**config.mk**
```make
export PLATFORM = sky130hd
export DESIGN_NAME = generation_ring_buffer_unit
export DESIGN_NICKNAME = d
export VERILOG_FILES = /design/src/grb_pkg.sv /design/src/generation_ring_buffer_unit.sv /design/src/grb_ram.sv /design/src/grb_dp.sv /design/src/grb_ctrl.sv
export SDC_FILE = /design/constraint.sdc
export NUM_CORES = 2
export LEC_CHECK = 0
export BUFFER_PORTS_ARGS = -buffer_cell sky130_fd_sc_hd__buf_2
export CAP_MARGIN = 20
export CORE_MARGIN = 1.5
export CORE_UTILIZATION = 60
export DETAILED_ROUTE_END_ITERATION = 10
export PLACE_DENSITY_LB_ADDON = 0.12
export SLEW_MARGIN = 0
export SYNTH_ARGS = -nofsm -noshare
export SYNTH_HDL_FRONTEND = slang
export SYNTH_HIERARCHICAL = 1
export SYNTH_SLANG_ARGS = --single-unit
export TNS_END_PERCENT = 5
```
**constraint.sdc**
```tcl
create_clock -name clk_i -period 11.6 [get_ports clk_i]
set_input_delay 2.32 -clock clk_i [delete_from_list [all_inputs] [get_ports clk_i]]
set_output_delay 2.32 -clock clk_i [all_outputs]
set_load 0.02 [all_outputs]
```
**src/grb_pkg.sv**
```systemverilog
// Shared types and constants for the generation ring buffer.
package grb_pkg;

  localparam int MSG_W         = 64;
  localparam int GEN_W         = 32;
  localparam int CFG_W         = 5;
  localparam int DIV_STEPS     = GEN_W;
  localparam int MAX_SLOTS_DEF = 16;
  localparam int MSG_BITS_DEF  = 64;

  localparam logic OP_PUBLISH = 1'b0;
  localparam logic OP_READ    = 1'b1;

  typedef struct packed {
    logic             op;
    logic [MSG_W-1:0] message_in;
    logic [GEN_W-1:0] reader_generation;
  } in_t;

  typedef struct packed {
    logic             ok;
    logic [MSG_W-1:0] message_out;
    logic [GEN_W-1:0] new_generation;
  } out_t;

  typedef struct packed {
    logic capture;
    logic clamp;
    logic div_init;
    logic div_step;
    logic mem_access;
    logic finish;
  } ctrl_cmd_t;

  typedef struct packed {
    logic out_free;
  } dp_status_t;

endpackage

```
**src/generation_ring_buffer_unit.sv**
```systemverilog
// Top level of the generation ring buffer: controller, datapath and slot RAM.
//
//   channel  | signals                      | direction | payload
//   ---------+------------------------------+-----------+-----------------------------
//   in       | in_valid_i / in_ready_o      | in        | in_t: op, message, generation
//   out      | out_valid_o / out_ready_i    | out       | out_t: ok, message, generation
//   cfg      | cfg_we_i                     | in        | queue size, 5 bits
//
// Every beat runs from acceptance to a loaded result through clamp, step-back,
// the bit-serial slot modulo, one RAM access and the result load.
// The slot modulo divides by the ring size bit-serially.
// A new beat is accepted while the previous result waits in the output register;
// a stalled output only holds the controller in its final state.
// Reset (async, active low) clears the count, the data flag and the queue size to 1.
module generation_ring_buffer_unit import grb_pkg::*; #(
  parameter int MaxSlots = MAX_SLOTS_DEF,
  parameter int MsgBits  = MSG_BITS_DEF
) (
  input  logic             clk_i,
  input  logic             rst_ni,
  input  logic             cfg_we_i,
  input  logic [CFG_W-1:0] cfg_wdata_i,
  input  logic             in_valid_i,
  output logic             in_ready_o,
  input  in_t              in_i,
  output logic             out_valid_o,
  input  logic             out_ready_i,
  output out_t             out_o
);

  ctrl_cmd_t  cmd;
  dp_status_t status;

  grb_ctrl u_ctrl (
    .clk_i     (clk_i),
    .rst_ni    (rst_ni),
    .in_valid_i(in_valid_i),
    .in_ready_o(in_ready_o),
    .status_i  (status),
    .cmd_o     (cmd)
  );

  grb_dp #(
    .MaxSlots(MaxSlots),
    .MsgBits (MsgBits)
  ) u_dp (
    .clk_i      (clk_i),
    .rst_ni     (rst_ni),
    .cfg_we_i   (cfg_we_i),
    .cfg_wdata_i(cfg_wdata_i),
    .in_i       (in_i),
    .cmd_i      (cmd),
    .status_o   (status),
    .out_ready_i(out_ready_i),
    .out_valid_o(out_valid_o),
    .out_o      (out_o)
  );

endmodule

```
**src/grb_ram.sv**
```systemverilog
// Generic single-port-write, registered-read RAM.
module grb_ram #(
  parameter int Width = 64,
  parameter int Depth = 16,
  localparam int AddrW = (Depth > 1) ? $clog2(Depth) : 1
) (
  input  logic             clk_i,
  input  logic             we_i,
  input  logic [AddrW-1:0] waddr_i,
  input  logic [Width-1:0] wdata_i,
  input  logic             re_i,
  input  logic [AddrW-1:0] raddr_i,
  output logic [Width-1:0] rdata_o
);

  logic [Width-1:0] mem_q [Depth];
  logic [Width-1:0] rdata_q;

  always_ff @(posedge clk_i) begin
    if (we_i) begin
      mem_q[waddr_i] <= wdata_i;
    end
    if (re_i) begin
      rdata_q <= mem_q[raddr_i];
    end
  end

  assign rdata_o = rdata_q;

endmodule

```
**src/grb_dp.sv**
```systemverilog
// Datapath: beat capture, generation clamp, bit-serial modulo, slot RAM, result register.
module grb_dp import grb_pkg::*; #(
  parameter int MaxSlots = MAX_SLOTS_DEF,
  parameter int MsgBits  = MSG_BITS_DEF
) (
  input  logic             clk_i,
  input  logic             rst_ni,
  input  logic             cfg_we_i,
  input  logic [CFG_W-1:0] cfg_wdata_i,
  input  in_t              in_i,
  input  ctrl_cmd_t        cmd_i,
  output dp_status_t       status_o,
  input  logic             out_ready_i,
  output logic             out_valid_o,
  output out_t             out_o
);

  localparam int QW    = $clog2(MaxSlots + 1);
  localparam int SlotW = (MaxSlots > 1) ? $clog2(MaxSlots) : 1;

  logic [CFG_W-1:0]   qcfg_q;
  logic [QW-1:0]      q_eff;
  logic [GEN_W-1:0]   q_wide;

  logic [GEN_W-1:0]   cur_q, cur_d;
  logic               has_data_q, has_data_d;
  logic               op_q;
  logic [MsgBits-1:0] msg_q;
  logic [GEN_W-1:0]   gen_q, gen_d;
  logic [GEN_W-1:0]   dvd_q, dvd_d;
  logic [QW-1:0]      rem_q, rem_d;
  logic               out_valid_q, out_valid_d;
  out_t               out_q, out_d;

  logic [GEN_W-1:0]   gen_plus_size;
  logic [GEN_W-1:0]   gen_back;
  logic [QW:0]        shifted;
  logic [QW:0]        trial;
  logic [SlotW-1:0]   slot;
  logic [MsgBits-1:0] rdata;
  logic               ram_we;
  logic               ram_re;

  // Effective ring size: zero acts as one, oversize saturates.
  always_comb begin
    if (qcfg_q == '0) begin
      q_eff = QW'(1);
    end else if (GEN_W'(qcfg_q) > GEN_W'(MaxSlots)) begin
      q_eff = QW'(MaxSlots);
    end else begin
      q_eff = QW'(qcfg_q);
    end
  end

  assign q_wide        = GEN_W'(q_eff);
  assign gen_plus_size = gen_q + q_wide;
  assign gen_back      = ((cur_q == gen_q) && (gen_q != '0)) ? gen_q - GEN_W'(1) : gen_q;
  assign shifted       = {rem_q, dvd_q[GEN_W-1]};
  assign trial         = shifted - {1'b0, q_eff};
  assign slot          = rem_q[SlotW-1:0];
  assign ram_we        = cmd_i.mem_access && (op_q == OP_PUBLISH);
  assign ram_re        = cmd_i.mem_access && (op_q == OP_READ);

  grb_ram #(
    .Width(MsgBits),
    .Depth(MaxSlots)
  ) u_slots (
    .clk_i  (clk_i),
    .we_i   (ram_we),
    .waddr_i(slot),
    .wdata_i(msg_q),
    .re_i   (ram_re),
    .raddr_i(slot),
    .rdata_o(rdata)
  );

  always_comb begin
    gen_d = gen_q;
    dvd_d = dvd_q;
    rem_d = rem_q;
    if (cmd_i.capture) begin
      gen_d = in_i.reader_generation;
    end
    // Clamp and step-back only matter once data exists; otherwise the raw
    // generation is echoed back.
    if (cmd_i.clamp && has_data_q && (cur_q > gen_plus_size)) begin
      gen_d = cur_q - q_wide;
    end
    if (cmd_i.div_init) begin
      rem_d = '0;
      if (op_q == OP_READ) begin
        if (has_data_q) begin
          gen_d = gen_back;
        end
        dvd_d = has_data_q ? gen_back : gen_q;
      end else begin
        dvd_d = cur_q;
      end
    end
    if (cmd_i.div_step) begin
      rem_d = trial[QW] ? shifted[QW-1:0] : trial[QW-1:0];
      dvd_d = {dvd_q[GEN_W-2:0], 1'b0};
    end
  end

  always_comb begin
    cur_d       = cur_q;
    has_data_d  = has_data_q;
    out_valid_d = out_valid_q;
    out_d       = out_q;
    if (out_valid_q && out_ready_i) begin
      out_valid_d = 1'b0;
    end
    if (cmd_i.finish) begin
      out_valid_d = 1'b1;
      if (op_q == OP_PUBLISH) begin
        cur_d                = cur_q + GEN_W'(1);
        has_data_d           = 1'b1;
        out_d.ok             = 1'b1;
        out_d.message_out    = '0;
        out_d.new_generation = cur_q + GEN_W'(1);
      end else if (!has_data_q) begin
        out_d.ok             = 1'b0;
        out_d.message_out    = '0;
        out_d.new_generation = gen_q;
      end else begin
        out_d.ok          = 1'b1;
        out_d.message_out = MSG_W'(rdata);
        if (q_eff == QW'(1)) begin
          out_d.new_generation = cur_q;
        end else if (gen_q < cur_q) begin
          out_d.new_generation = gen_q + GEN_W'(1);
        end else begin
          out_d.new_generation = gen_q;
        end
      end
    end
  end

  always_ff @(posedge clk_i or negedge rst_ni) begin
    if (!rst_ni) begin
      qcfg_q      <= CFG_W'(1);
      cur_q       <= '0;
      has_data_q  <= 1'b0;
      out_valid_q <= 1'b0;
    end else begin
      if (cfg_we_i) begin
        qcfg_q <= cfg_wdata_i;
      end
      cur_q       <= cur_d;
      has_data_q  <= has_data_d;
      out_valid_q <= out_valid_d;
    end
  end

  always_ff @(posedge clk_i) begin
    if (cmd_i.capture) begin
      op_q  <= in_i.op;
      msg_q <= in_i.message_in[MsgBits-1:0];
    end
    gen_q <= gen_d;
    dvd_q <= dvd_d;
    rem_q <= rem_d;
    out_q <= out_d;
  end

  assign status_o.out_free = !out_valid_q || out_ready_i;
  assign out_valid_o       = out_valid_q;
  assign out_o             = out_q;

  // A finished result never overwrites one still waiting downstream.
  a_no_overwrite: assert property (@(posedge clk_i) disable iff (!rst_ni)
    cmd_i.finish |-> (!out_valid_q || out_ready_i))
    else $error("result register overwritten");

  // The remainder addressing the RAM is a valid ring slot.
  a_slot_range: assert property (@(posedge clk_i) disable iff (!rst_ni)
    cmd_i.mem_access |-> (rem_q < q_eff))
    else $error("slot index outside ring");

  // Each completed publish advances the count by exactly one.
  a_count_step: assert property (@(posedge clk_i) disable iff (!rst_ni)
    (cmd_i.finish && (op_q == OP_PUBLISH)) |=> (cur_q == $past(cur_q) + GEN_W'(1)))
    else $error("publish count did not advance");

endmodule

```
**src/grb_ctrl.sv**
```systemverilog
// Controller: sequences capture, clamp, modulo steps, RAM access and result load.
module grb_ctrl import grb_pkg::*; (
  input  logic       clk_i,
  input  logic       rst_ni,
  input  logic       in_valid_i,
  output logic       in_ready_o,
  input  dp_status_t status_i,
  output ctrl_cmd_t  cmd_o
);

  localparam int CntW = $clog2(DIV_STEPS);

  typedef enum logic [5:0] {
    ST_IDLE  = 6'b000001,
    ST_CLAMP = 6'b000010,
    ST_STEP  = 6'b000100,
    ST_DIV   = 6'b001000,
    ST_MEM   = 6'b010000,
    ST_DONE  = 6'b100000
  } state_e;

  state_e          state_q, state_d;
  logic [CntW-1:0] cnt_q, cnt_d;
  logic            last_step;

  assign last_step  = (cnt_q == CntW'(DIV_STEPS - 1));
  assign in_ready_o = (state_q == ST_IDLE);

  always_comb begin
    state_d = state_q;
    cnt_d   = cnt_q;
    cmd_o   = '0;
    unique case (state_q)
      ST_IDLE: begin
        if (in_valid_i) begin
          cmd_o.capture = 1'b1;
          state_d       = ST_CLAMP;
        end
      end
      ST_CLAMP: begin
        cmd_o.clamp = 1'b1;
        state_d     = ST_STEP;
      end
      ST_STEP: begin
        cmd_o.div_init = 1'b1;
        cnt_d          = '0;
        state_d        = ST_DIV;
      end
      ST_DIV: begin
        cmd_o.div_step = 1'b1;
        cnt_d          = cnt_q + CntW'(1);
        if (last_step) begin
          state_d = ST_MEM;
        end
      end
      ST_MEM: begin
        cmd_o.mem_access = 1'b1;
        state_d          = ST_DONE;
      end
      ST_DONE: begin
        if (status_i.out_free) begin
          cmd_o.finish = 1'b1;
          state_d      = ST_IDLE;
        end
      end
      default: begin
        state_d = ST_IDLE;
      end
    endcase
  end

  always_ff @(posedge clk_i or negedge rst_ni) begin
    if (!rst_ni) begin
      state_q <= ST_IDLE;
      cnt_q   <= '0;
    end else begin
      state_q <= state_d;
      cnt_q   <= cnt_d;
    end
  end

  a_state_onehot: assert property (@(posedge clk_i) disable iff (!rst_ni)
    $onehot(state_q))
    else $error("state register not one-hot");

  a_accept_starts: assert property (@(posedge clk_i) disable iff (!rst_ni)
    (in_valid_i && in_ready_o) |=> (state_q == ST_CLAMP))
    else $error("accepted beat did not start processing");

  a_div_length: assert property (@(posedge clk_i) disable iff (!rst_ni)
    ((state_q == ST_DIV) && last_step) |=> (state_q == ST_MEM))
    else $error("modulo did not end after its last step");

endmodule

```
Yosys cells after proc, flatten, opt, wreduce, memory -nomap -nowiden. Memories as Yosys holds them, arrays and structs flattened. A register that Yosys moved wholly into a read port is not among the register bits. Index checks and enable logic that the tools add are counted.

RAM bits: 1024. Word-level logic and storage cells: 91. Bits of input ports: 107. Memories kept: 1. Bits in registers: 281. Output and inout bits: 99.

Memory list: u_dp.u_slots.mem_q (words 16, bits a word 64, rd ports 1, clocked after memory_dff 1, write ports 1, line grb_ram.sv:16) `logic [Width-1:0] mem_q [Depth];`.

Bitwise gates (word level): 1. $add $sub $neg: 7. Eq/ne operators: 12. Order comparisons: 3. Multiplexer cells: 36. Reduce and logical (&&, ||, !) cells: 16.

Operator list (count): 32-bit two-way mux (13); 97-bit two-way mux (1); 32-bit by 1-bit adder with 32-bit output, second input constant (2); 6-bit case mux with 6 select lines (1); 32-bit by 5-bit adder with 32-bit output (1); 32-bit equality test (1); 32-bit > comparator (1); 32-bit < comparator (1); 32-bit nonzero test (1); 32-bit by 1-bit subtractor with 32-bit output, second input constant (1); 32-bit by 5-bit subtractor with 32-bit output (1); 5-bit two-way mux (5); 6-bit two-way mux (3); 1-bit two-way mux (12); 5-bit case mux with 2 select lines (1); 6-bit by 1-bit equality test with 1-bit output, second input constant (1); 6-bit by 2-bit equality test with 1-bit output, second input constant (1); 6-bit by 3-bit equality test with 1-bit output, second input constant (1); 6-bit by 4-bit equality test with 1-bit output, second input constant (1); 6-bit by 5-bit equality test with 1-bit output, second input constant (1); 6-bit equality test, second input constant (1); 1-bit logical AND (6); 2-bit nonzero test (3); 6-bit by 5-bit subtractor with 6-bit output (1); other kinds (12) (14).

Logic depth before layout (Yosys ltp).
Word-level depth: 10. Gate-level depth with buffers: 24. Depth with buffers taken out: 20.

Modules after synthesis. The synthesis kept the hierarchy.

By module, submodules not included: grb_ram (seq. area each 32671.3 um2, cells each 1647, area each 40222.3 um2, instances 1); grb_dp (seq. area each 7583.5 um2, cells each 1735, area each 17082.6 um2, instances 1); grb_ctrl (seq. area each 276.5 um2, cells each 76, area each 690.7 um2, instances 1).

Least setup slack after synthesis. Ideal clock, no wire load.

Kind: input to register. From: in out_ready_i. To: reg u_dp.cur_q[29]. Setup time: 0.080 ns. Arrival time: 8.074 ns. Path buffers: 1. Stages: 7. Setup slack: 3.446 ns. Data required time: 11.520 ns. Path through: nand2b_1 -> nand3b_1 -> nor2_1 -> nand2_1 -> clkbuf_1 -> nor2_1 -> xnor2_1.

RTL lines: start, declared (line generation_ring_buffer_unit.sv:27) `input logic out_ready_i,`; end signal, assigned (line grb_dp.sv:150) `cur_q <= cur_d;`; end, declared (line grb_dp.sv:25) `logic [GEN_W-1:0] cur_q, cur_d;`.

Worst setup path after layout.
From: reg u_dp.qcfg_q[4]. To: reg u_dp.gen_q[22].

Longest elaborated chain between the ends: 10. Elaborated cells between the ends (all ways): 12. Those cells by class: 2 x add/sub; 2 x order compare; 6 x mux; 2 x reduce/logical.

RTL lines: start, declared (line grb_dp.sv:21) `logic [CFG_W-1:0] qcfg_q;`; start signal, assigned (line grb_dp.sv:148) `qcfg_q <= cfg_wdata_i;`; 5-bit > comparator (line grb_dp.sv:48) `end else if (GEN_W'(qcfg_q) > GEN_W'(MaxSlots)) begin`; 5-bit two-way mux (line grb_dp.sv:48); 5-bit two-way mux (*) (line grb_dp.sv:46) `if (qcfg_q == '0) begin`; 32-bit by 5-bit adder with 32-bit output (line grb_dp.sv:56) `assign gen_plus_size = gen_q + q_wide;`; 32-bit > comparator (line grb_dp.sv:86) `if (cmd_i.clamp && has_data_q && (cur_q > gen_plus_size)) begin`; 1-bit logical AND (line grb_dp.sv:86); 32-bit two-way mux (*) (line grb_dp.sv:86); 32-bit two-way mux (line grb_dp.sv:92) `if (has_data_q) begin`; 32-bit two-way mux (line grb_dp.sv:91) `if (op_q == OP_READ) begin`; 32-bit two-way mux (*) (line grb_dp.sv:89) `if (cmd_i.div_init) begin`; named net u_dp.gen_d[22] (line grb_dp.sv:29) `logic [GEN_W-1:0] gen_q, gen_d;`; end signal, assigned (line grb_dp.sv:161) `gen_q <= gen_d;`; end, declared (line grb_dp.sv:29).

Mark *: on every way through the listed nets, which the timed path passes. The rest lies on a longest branch. A chain may end at the register's enable or synchronous reset.

==> flow_summary_export.csv <==
group,metric,value,unit
grt,grt-ovfl-total,0,
finish,area_growth,11.61,%
synth,syn_inst,3458,
sta,tns,0,ns
clocking,post_cts_resized,0,
clocking,clk_latency,0.77,ns
drt,ant_nets,0,
sta,finalCriticalPeriod,6.977,ns
power_and_ir_drop,leakagePower,21.27,nW
critical_path,critical_path_class,"flip-flop to flip-flop",
drt,wl_per_cell,30.09,µm
critical_path,crit_required,12.23,ns
sta,tightest_slew,1.137,ns
drt,dr.pass1.iters,6,
sta,final_min_period_over_clock_period,60.14,%
synth,yosysTopAreaCell,"edfxtp_1",
power_and_ir_drop,p_per_area,186.1,mW/mm²
placement,hpwl,85390,µm
clocking,htree_num_levels,4,
synth,synthArstFlopShare,3.652,%
grt,grt_antenna_before_repair,5,
critical_path,cp_cell_sequence,"or4_1, o21ai_0, ha_1, inv_1, fa_1, nor2b_1, o21a_1, o21ai_0, a211oi_1, buf_4, nand3_1, nor3_1, xnor2_1, ha_1, nand4_1, nor4_1, inv_1, a41oi_2, or3_1, a21oi_1, a221oi_1",
critical_path,start_kind,"flip-flop",
critical_path,worst_setup_path_end_kind,"flip-flop",
clocking,post_cts_buffers,0,
status,status,"finished clean",
synth,syn_avg_cell_area,16.77,µm²
floorplanning,start_util,60.77,%
power_and_ir_drop,power_switching,3.279,mW
floorplanning,die_x,313.9,µm
drt,drt-total-wl,151300,µm
power_and_ir_drop,p_seq_share,51.5,%
power_and_ir_drop,ir_drop,0.1783,mV
grt,grt_max_degree,162,
critical_path,r2r_end,"u_dp/gen_q[22]",
clocking,root_buffer,"clkbuf_16",
drt,routed_via_density,6.670,
sta,rsz0062_at_grt,"no",
min_path,hold-path-endpoint,"u_dp/qcfg_q[0]",
clocking,cts.path.max_buffers,3,
critical_path,reg2reg_depth,21,
sta,worst_hold_slack,0.5137,ns
floorplanning,die_area,0.09853,mm²
power_and_ir_drop,clkPwrFrac,35.5,%
synth,yosysSeqAreaShare,69.89,%
synth,synth_edf_count,1286,
sta,setup_viol,0,
synth,synth_area,0.05800,mm²
critical_path,critical-path-top-delay-family,"simple AND/OR/NAND/NOR gates",
drt,vias,33540,
clocking,cts.clk_slew.worst_paths,0.06,ns
job,max_cap_violations,0,
finish,multiInputGateArea,0.01636,mm²
finish,drive_above_1_share,21.46,%
finish,nets,3849,
min_path,min_from,"u_dp/qcfg_q[0]",
power_and_ir_drop,combPwrFrac,13.0,%
clocking,holdBufCountCts,0,
synth,ys_types,103,
clocking,cts_tree,"done",
synth,synthTopCellsByCount,"1286 x edfxtp_1, 256 x mux4_2, 198 x nand2_1",
sta,clock.fmax,143.3,MHz
sta,max-slew-margin-rel,23.76,%
floorplanning,core,0.09544,mm²
placement,globalplace.congestion,0.9850,
critical_path,worst-path-buf-inv,3,
floorplanning,io_pins,206,
synth,synth_top_area_share,66.59,%
critical_path,r2r_slack,4.62,ns
synth,ys_warn_count,6,
sta,fin_worst_skew,0.04637,ns
synth,syn_nets,3653,
drt,drt_iter0_drc,3936,
sta,slew_viol_final,0,
finish,final-seq-area,0.04054,mm²
grt,grt_pass1_vias,33690,
power_and_ir_drop,power.share.switching,27.23,%
power_and_ir_drop,internal_power,8.766,mW
clocking,cts_made_buffers,138,
synth,yosysMostFrequentCell,"edfxtp_1",
synth,dominantRegCellSynth,"edfxtp_1",
floorplanning,core.rowCount,113,
min_path,min_path_cells,2,
sta,hold_viol,0,
drt,drc,0,
grt,track_usage,31.11,%
critical_path,max_stage_delay,0.85,ns
synth,synth_area_leaders,"edfxtp_1 67%, mux4_2 9.9%, dfrtp_1 2.1%, a22oi_1 2.0%, ha_1 1.8%",
clocking,cts_sinks,1369,
placement,io_buffers,205,
min_path,hold_class,"flip-flop to flip-flop",
synth,ys_seq_elements,1369,
floorplanning,chipHeight,313.9,µm
finish,num-fill-cells,6358,
critical_path,cp_slowest_cell,"or4_1",
critical_path,crit_path_max_fanout,19,
critical_path,cp.arrival,7.61,ns
critical_path,r2r_start,"u_dp/qcfg_q[4]",
grt,grt_pass1_wl,222100,µm
## cells in the final DEF, fill, tap and decap left out, types with 49 or more instances in the layout
| master | instances |
|---|---|
| a22oi_1 | 157 |
| nor2_1 | 121 |
| ha_1 | 85 |
| xor2_1 | 55 |
| edfxtp_1 | 1286 |
| buf_2 | 206 |
| inv_1 | 60 |
| clkbuf_16 | 138 |
| buf_4 | 65 |
| and3_1 | 85 |
| o21ai_0 | 101 |
| xnor2_1 | 98 |
| nand4_1 | 49 |
| nand2_1 | 198 |
| nor3_1 | 70 |
| mux4_2 | 256 |
| nand3_1 | 68 |
## cell families after synthesis
kind of cell    count (synthesis)  synth area share (%)
flops                        1369                 69.89
simple gates                  788                 7.290
compound gates                489                 5.905
mux                           287                 10.49
buf+inv                       284                 2.181
xor+xnor                      153                 2.311
fa+ha+maj                      88                 1.937
## power groups by stage
stage                     combinational, mW  clock (mW)  sequential, mW
after floorplan                        1.23           0            6.02
after global placement                 1.52           0            6.26
after detailed placement               1.54           0            6.29
after CTS                              1.55        4.33            6.19
after global routing                   1.71        4.51            6.24
final                                  1.57        4.27            6.20
## per-stage QoR
step | std cells | utilization (%) | instance area [µm²] | worst slack, ns | total power, mW
after detailed placement | 4778 | 63.20 | 60310 | 4.688 | 7.829
after floorplan | 3458 | - | 58000 | 3.446 | 7.248
final | 5028 | 67.82 | 64730 | 4.623 | 12.04
after global routing | 5025 | 67.82 | 64720 | 4.104 | 12.46
after CTS | 5024 | 67.80 | 64700 | 4.661 | 12.07
after global placement | 4777 | 63.19 | 60310 | 4.711 | 7.777
## how the worst max path moves through the flow
stage / start / to / slack, ns / cells past startpoint
floorplan: out_ready_i / u_dp/cur_q[29] / 3.45 / 7
detailed placement: u_dp/qcfg_q[4] / u_dp/gen_q[22] / 4.69 / 21
global placement: u_dp/qcfg_q[4] / u_dp/gen_q[30] / 4.71 / 21
global route: u_dp/qcfg_q[4] / u_dp/gen_q[24] / 4.10 / 21
finish: u_dp/qcfg_q[4] / u_dp/gen_q[22] / 4.62 / 21
CTS: u_dp/qcfg_q[4] / u_dp/gen_q[22] / 4.66 / 21
## flip-flops by register name (all words and copies together) (netlist names), 5 cells and up
name                  count
u_dp/dvd_q               32
u_dp/rem_q                5
u_dp/u_slots/mem_q     1024
u_ctrl/state_q            6
u_dp/msg_q               64
u_dp/out_o               97
u_dp/cur_q               32
u_dp/u_slots/rdata_o     64
u_ctrl/cnt_q              5
u_dp/qcfg_q               5
u_dp/gen_q               32
## area by class of cell
cell class                 count  share of cell area [%]
timing repair buffer         276                   2.501
tap                         1265                   2.445
inverter                      64                  0.3711
sequential                  1369                   62.62
clock inverter                83                   1.282
antenna                        3                 0.01160
clock buffer                 163                   5.496
multi-input combinational   1805                   25.27
## worst reg2reg max path: cells and delay by family (launching register included)
| family | cells | cell delay (ns) |
|---|---|---|
| xor gates and xnor gates | 1 | 0.11 |
| adders and majority gates | 3 | 0.98 |
| AOI/OAI and AO/OA | 7 | 2.08 |
| buffers and inverters | 3 | 0.37 |
| DFF | 1 | 0.42 |
| and+or+nand+nor | 7 | 2.93 |
## routing by layer
layer | up-vias | global-route usage [%] | wire length, µm
met1 | 17230 | 44.66 | 61110
met3 | 267 | 5.218 | 13100
met2 | 1756 | 48.97 | 72340
met4 | 4 | 11.03 | 4741
met5 | - | 0 | 24
li1 | 14290 | - | -
(Power assumes the default switching activity.)
